`src/rtl/core/bslp_pkg.sv`:
```
// bslp_pkg: shared types and constants for the button short/long press detector
// used by bslp_track and button_short_long_press_detector_core; no dependencies
package bslp_pkg;

  localparam int unsigned COUNT_BITS_DEFAULT = 16;
  localparam int unsigned THR_W              = 16;
  localparam int unsigned MASK_W             = 3;

  localparam logic [THR_W-1:0] LONG_TICKS_RESET  = 16'd300;
  localparam logic [THR_W-1:0] SHORT_TICKS_RESET = 16'd5;

  // configuration register indexes
  localparam int unsigned CFG_IDX_W = 1;
  localparam logic [CFG_IDX_W-1:0] CFG_IDX_LONG  = 1'b0;
  localparam logic [CFG_IDX_W-1:0] CFG_IDX_SHORT = 1'b1;

  // pressed mask bit positions
  localparam int unsigned MASK_KEY0 = 0;
  localparam int unsigned MASK_KEY1 = 1;
  localparam int unsigned MASK_WAKE = 2;

  typedef enum logic [1:0] {
    KEY_ZERO = 2'd0,
    KEY_ONE  = 2'd1,
    KEY_WAKE = 2'd2
  } key_e;

  typedef enum logic {
    PH_IDLE = 1'b0,
    PH_HELD = 1'b1
  } phase_e;

  typedef struct packed {
    logic valid;
    key_e key;
    logic long_press;
  } evt_t;

endpackage

```
`src/rtl/core/bslp_track.sv`:
```
// bslp_track: idle/held phase machine, hold counter and press classification
// depends on bslp_pkg
module bslp_track import bslp_pkg::*; #(
  parameter int unsigned COUNT_BITS = COUNT_BITS_DEFAULT
) (
  input  logic              clk_i,
  input  logic              rst_ni,
  input  logic              step_i,
  input  logic [MASK_W-1:0] mask_i,
  input  logic [THR_W-1:0]  long_ticks_i,
  input  logic [THR_W-1:0]  short_ticks_i,
  output evt_t              evt_o
);

  localparam int unsigned CMP_W = (COUNT_BITS > THR_W) ? COUNT_BITS : THR_W;

  phase_e                phase_q, phase_d;
  logic [MASK_W-1:0]     mask_q;
  logic [COUNT_BITS-1:0] hold_q, hold_d, hold_inc;
  logic [CMP_W-1:0]      inc_x, hold_x, long_x, short_x;
  logic                  same, single;
  key_e                  prev_key;

  assign hold_inc = (&hold_q) ? hold_q : hold_q + 1'b1;
  assign inc_x    = CMP_W'(hold_inc);
  assign hold_x   = CMP_W'(hold_q);
  assign long_x   = CMP_W'(long_ticks_i);
  assign short_x  = CMP_W'(short_ticks_i);
  assign same     = (mask_i == mask_q);
  assign single   = $onehot(mask_q);

  // combination masks can match several arms; the key is only used when single
  always_comb begin
    case (1'b1)
      mask_q[MASK_KEY1]: prev_key = KEY_ONE;
      mask_q[MASK_WAKE]: prev_key = KEY_WAKE;
      default:           prev_key = KEY_ZERO;
    endcase
  end

  always_comb begin
    phase_d          = phase_q;
    hold_d           = hold_q;
    evt_o.valid      = 1'b0;
    evt_o.key        = prev_key;
    evt_o.long_press = 1'b0;
    unique case (phase_q)
      PH_IDLE: begin
        if (!same && (mask_i != '0)) begin
          phase_d = PH_HELD;
          hold_d  = '0;
        end
      end
      PH_HELD: begin
        if (same && (mask_i != '0)) begin
          hold_d = hold_inc;
          if ((inc_x > long_x) && single) begin
            evt_o.valid      = step_i;
            evt_o.long_press = 1'b1;
            phase_d          = PH_IDLE;
          end
        end else if (mask_i == '0) begin
          phase_d = PH_IDLE;
          // short press window is open on both ends
          if ((hold_x < long_x) && (hold_x > short_x) && single) begin
            evt_o.valid = step_i;
          end
        end
      end
      default: phase_d = PH_IDLE;
    endcase
  end

  always_ff @(posedge clk_i or negedge rst_ni) begin
    if (!rst_ni) begin
      phase_q <= PH_IDLE;
      mask_q  <= '0;
      hold_q  <= '0;
    end else if (step_i) begin
      phase_q <= phase_d;
      mask_q  <= mask_i;
      hold_q  <= hold_d;
    end
  end

  a_evt_needs_step: assert property (@(posedge clk_i) disable iff (!rst_ni)
    evt_o.valid |-> step_i)
    else $error("event without a tick");

  a_evt_to_idle: assert property (@(posedge clk_i) disable iff (!rst_ni)
    evt_o.valid |=> (phase_q == PH_IDLE))
    else $error("event did not return to idle");

  a_short_on_release: assert property (@(posedge clk_i) disable iff (!rst_ni)
    (evt_o.valid && !evt_o.long_press) |-> (mask_i == '0))
    else $error("short press without release");

  a_count_sat: assert property (@(posedge clk_i) disable iff (!rst_ni)
    (step_i && (phase_q == PH_HELD) && (&hold_q)) |=> (&hold_q))
    else $error("hold counter wrapped");

endmodule

```
`src/rtl/core/button_short_long_press_detector_core.sv`:
```
// button_short_long_press_detector_core: top level of the press detector
// depends on bslp_pkg and bslp_track
//
// One input beat is one scan tick of three raw pin levels; key zero and key
// one are active low, the wake key active high. A single held key gives a
// long-press event once the hold count exceeds long_press_ticks, or a
// short-press event on release when the count lies strictly between
// short_press_ticks and long_press_ticks; combinations give nothing. The block
// takes one tick per cycle while the result register is not stalled; a tick
// passes through the input register, then through the phase logic into the
// result register. A stalled result register stops the input side once the
// input register is full.
module button_short_long_press_detector_core import bslp_pkg::*; #(
  parameter int unsigned COUNT_BITS = COUNT_BITS_DEFAULT
) (
  input  logic                 clk_i,
  input  logic                 rst_ni,
  input  logic                 cfg_we_i,
  input  logic [CFG_IDX_W-1:0] cfg_idx_i,
  input  logic [THR_W-1:0]     cfg_wdata_i,
  input  logic                 s_axis_tvalid,
  output logic                 s_axis_tready,
  input  logic [7:0]           s_axis_tdata,  // key0_level, key1_level, wake_level, zero fill
  output logic                 m_axis_tvalid,
  input  logic                 m_axis_tready,
  output logic [7:0]           m_axis_tdata   // event_key[1:0], long_press, zero fill
);

  logic [THR_W-1:0]  long_ticks_q, short_ticks_q;
  logic              in_valid_q;
  logic [MASK_W-1:0] in_mask_q, in_mask_d;
  logic              advance;
  evt_t              evt;
  logic              out_valid_q;
  key_e              out_key_q;
  logic              out_long_q;

  always_ff @(posedge clk_i or negedge rst_ni) begin
    if (!rst_ni) begin
      long_ticks_q  <= LONG_TICKS_RESET;
      short_ticks_q <= SHORT_TICKS_RESET;
    end else if (cfg_we_i) begin
      unique case (cfg_idx_i)
        CFG_IDX_LONG:  long_ticks_q  <= cfg_wdata_i;
        CFG_IDX_SHORT: short_ticks_q <= cfg_wdata_i;
        default: ;
      endcase
    end
  end

  // pressed mask: bit 0 key zero, bit 1 key one, bit 2 wake key
  assign in_mask_d[MASK_KEY0] = ~s_axis_tdata[0];
  assign in_mask_d[MASK_KEY1] = ~s_axis_tdata[1];
  assign in_mask_d[MASK_WAKE] =  s_axis_tdata[2];

  assign advance       = in_valid_q && (!out_valid_q || m_axis_tready);
  assign s_axis_tready = !in_valid_q || advance;

  always_ff @(posedge clk_i or negedge rst_ni) begin
    if (!rst_ni) begin
      in_valid_q <= 1'b0;
    end else if (s_axis_tready) begin
      in_valid_q <= s_axis_tvalid;
    end
  end

  always_ff @(posedge clk_i) begin
    if (s_axis_tready && s_axis_tvalid) begin
      in_mask_q <= in_mask_d;
    end
  end

  bslp_track #(
    .COUNT_BITS (COUNT_BITS)
  ) u_track (
    .clk_i         (clk_i),
    .rst_ni        (rst_ni),
    .step_i        (advance),
    .mask_i        (in_mask_q),
    .long_ticks_i  (long_ticks_q),
    .short_ticks_i (short_ticks_q),
    .evt_o         (evt)
  );

  always_ff @(posedge clk_i or negedge rst_ni) begin
    if (!rst_ni) begin
      out_valid_q <= 1'b0;
    end else if (advance) begin
      out_valid_q <= evt.valid;
    end else if (m_axis_tready) begin
      out_valid_q <= 1'b0;
    end
  end

  always_ff @(posedge clk_i) begin
    if (advance && evt.valid) begin
      out_key_q  <= evt.key;
      out_long_q <= evt.long_press;
    end
  end

  assign m_axis_tvalid = out_valid_q;
  assign m_axis_tdata  = {5'b0, out_long_q, out_key_q};

endmodule

```
`config.mk`:
```
export PLATFORM = sky130hd
export DESIGN_NAME = button_short_long_press_detector_core
export DESIGN_NICKNAME = d
export VERILOG_FILES = /design/src/rtl/core/bslp_pkg.sv /design/src/rtl/core/bslp_track.sv /design/src/rtl/core/button_short_long_press_detector_core.sv
export SDC_FILE = /design/constraint.sdc
export NUM_CORES = 1
export LEC_CHECK = 0
export ABC_AREA = 1
export ABC_CLOCK_PERIOD_IN_PS = 3300
export BUFFER_PORTS_ARGS = -buffer_cell sky130_fd_sc_hd__buf_2
export CELL_PAD_IN_SITES_DETAIL_PLACEMENT = 1
export CELL_PAD_IN_SITES_GLOBAL_PLACEMENT = 2
export CORE_MARGIN = 2
export CORE_UTILIZATION = 36
export CTS_BUF_LIST = sky130_fd_sc_hd__clkbuf_8
export DETAILED_ROUTE_END_ITERATION = 16
export PLACE_DENSITY_LB_ADDON = 0.15
export SLEW_MARGIN = 30
export SYNTH_ARGS = -nofsm -noshare
export SYNTH_HDL_FRONTEND = slang
export SYNTH_SLANG_ARGS = --single-unit
```
`constraint.sdc`:
```
create_clock -name clk_i -period 3.3 [get_ports clk_i]
set_input_delay 0.825 -clock clk_i [delete_from_list [all_inputs] [get_ports clk_i]]
set_output_delay 0.825 -clock clk_i [all_outputs]
set_load 0.02 [all_outputs]
```
==> impl_metrics.ini <==
[synth]
ys_top_cells_by_area = dfrtp_1, ha_1, nand2_1
ys_seq_elements = 60
syn-cell-area_mm2 = 0.00416
synth_top_area_share_pct = 28.9
synth_area_leader_cell = dfrtp_1
postSynthAreaPerCell_um2 = 7.66
synthCells = 543
ys.warnings.count = 0
seq_area_frac_synth_pct = 37.0
synth_cell_types = 35

[clocking]
cts_buffers = 9
cts_tree = built
clk_latency_ps = 340
cts.sinks = 60
root_buffer = clkbuf_8
cts_buffer_depth = 2
cts_htree_levels = 3
clk_transition_reported_paths_ps = 70

[sta]
fin_skew_ps = 6.12
timing.final.ws_setup_ps = 299
drv_slew = 0
min_period_over_period_pct = 91.0
whs_ps = 484
tightest_slew_ps = 680
tns_ps = 0
post-route-min-period_ps = 3000
rsz0062_at_grt = false
max_freq_ghz = 0.333
relSlewSlack_pct = 54.7
setup_viol = 0
hold_viol = 0

[finish]
multiInputGateArea_mm2 = 0.00218
final_nets = 657
drive_above_1_share_pct = 14.6
stdcell_count = 726
seq_area_mm2 = 0.00154
num_antenna_cells = 0
final_area_mm2 = 0.00471
fillers = 1405
area_growth_pct = 13.2
final_core_util_pct = 41.4

[routing]
dr.first_iter.drc_count = 111
drcViolationCount = 0
ant_nets = 0
postRouteWirelength_um = 9750
wire_per_inst_um = 13.4
drt-pass1-iter-count = 4
via_per_inst = 4.64
num_vias = 3372

[grt]
grt-ovfl-total = 0
grt_max_degree = 33
grt_use_total_pct = 16.9
antenna_found_initial = 0
grt_pass1_vias = 3380
grt_pass1_wl_um = 16700

[floorplan]
start_util_pct = 36.6
die_w_um = 111
dieArea_mm2 = 0.0124
die_height_um = 111
io_pins = 40
row_count = 39
core_mm2 = 0.0114

[critical_path]
cp_max_fo = 8
cp.arrival_ps = 3050
crit_path_top_delay_cell = dfrtp_1
cp_top_family = simple AND/OR/NAND/NOR gates
end_kind = register
worstPathRequired_ps = 3350
cp_num_buf_inv = 3
crit_type = reg -> reg
startpoint_type = register
path_cells = nand2_2 -> nor2_4 -> nand3_2 -> nor2_4 -> nand3b_4 -> clkinv_2 -> nand3_2 -> and2_1 -> ha_1 -> nand2_1 -> nor2_1 -> nand2_1 -> inv_1 -> nand2_1 -> nand2_1 -> nand3_1 -> nand2_1 -> nand2_1 -> inv_1
cpPeakStageDelay_ps = 540
cpMostUsedCell = nand2_1

[placed_design]
placed_cells = 710
place.port_buffers = 29
gp_congestion = 0.745
hpwl_um = 7920
pre_cts_slack_ps = 199
placed_area_mm2 = 0.00447

[pwr]
finalPower_mw = 2.12
irDropWorstVdd_v = 0.000214
leakagePower_nw = 2.67
power_density_mw_per_mm2 = 450

[job]
drv.max_cap_violation_count = 0

[min_path]
holdCritPathClass = reg -> reg

[outcome]
status = finished, final reports clean
-- report_power, final --
| group | switching (mW) | total (mW) | internal, mW | leakage [nW] |
|---|---|---|---|---|
| logic | 0.285 | 0.456 | 0.171 | 1.81 |
| clock network | 0.287 | 0.781 | 0.493 | 0.126 |
| registers | 0.0584 | 0.883 | 0.825 | 0.732 |
| total | 0.630 | 2.12 | 1.49 | 2.67 |
-- layout make-up --
| type | instances | share of cell area [%] |
|---|---|---|
| well taps | 143 | 3.80 |
| flip-flops and latches | 60 | 32.7 |
| clock buffers | 9 | 2.63 |
| clock inverters | 7 | 2.28 |
| inverters | 97 | 7.76 |
| multi-input cells | 373 | 46.2 |
| repair buffers | 37 | 4.62 |
-- worst min-delay path, delay by kind of cell (launching register included) --
kind	cells	cell delay (ps)
AO/OA/AOI/OAI	1	60
flip-flops	1	340
AND/OR/NAND/NOR	1	50
-- synth_stat cells, drive strengths merged --
library cell	instances
a21o	2
a21oi	20
and2	2
buf	12
clkbuf	5
clkinv	1
conb	1
dfrtp	48
dfstp	6
edfxtp	6
fa	1
ha	48
inv	96
nand2	155
nand3	32
nand3b	1
nand4	5
nor2	37
nor3	3
o21ai	46
or2	2
xnor2	6
xor2	8
-- per-layer routing --
metal	track usage, %	part of all wire [%]	vias up
li1	-	-	1766
met1	24.9	54	1565
met4	5.27	1.4	0
met5	0	0	-
met2	25.4	43	30
met3	3.05	2.1	11
-- worst paths after layout --
kind	slack, ps	end	start	cells after the start
setup / recovery	300	out_key_q[1]	u_track.hold_q[3]	19
hold / removal	480	short_ticks_q[9]	short_ticks_q[9]	2
setup reg to reg	300	out_key_q[1]	u_track.hold_q[3]	19
hold reg to reg	480	short_ticks_q[9]	short_ticks_q[9]	2
max in group asynchronous	2130	long_ticks_q[2]	rst_ni	2
min in group asynchronous	520	long_ticks_q[7]	rst_ni	1
-- cell usage in the layout (no fill, tap or decap), drive strengths merged, types with 8 or more instances in the layout --
cell type    n
a21oi       20
buf         37
dfrtp       48
inv         98
nor2        37
clkbuf       9
ha          48
xor2         8
o21ai       46
nand3       32
nand2      155
-- state kept, by name, summed over array words and instances, names as in the netlist, 2 cells and up --
signal / flops
in_mask_q: 3
long_ticks_q: 16
out_key_q: 2
short_ticks_q: 16
u_track.hold_q: 16
u_track.mask_q: 3
-- timing repair --
action | in CTS | in global routing
setup endpoints to repair | 0 | 3
setup buffers | 0 | 0
gates resized for setup | 0 | 1
hold buffers | 0 | 0
hold endpoints to repair | 0 | 0
-- kinds of logic after synthesis --
kind of cell	after synthesis	share of synthesized area, %
simple gates	237	25.4
buf+inv	114	11.2
compound gates	68	8.48
flops	60	37.0
fa+ha+maj	49	14.9
xor+xnor	14	2.95
other cells	1	0.0902
Note: power is estimated with default switching activity, not from simulation.
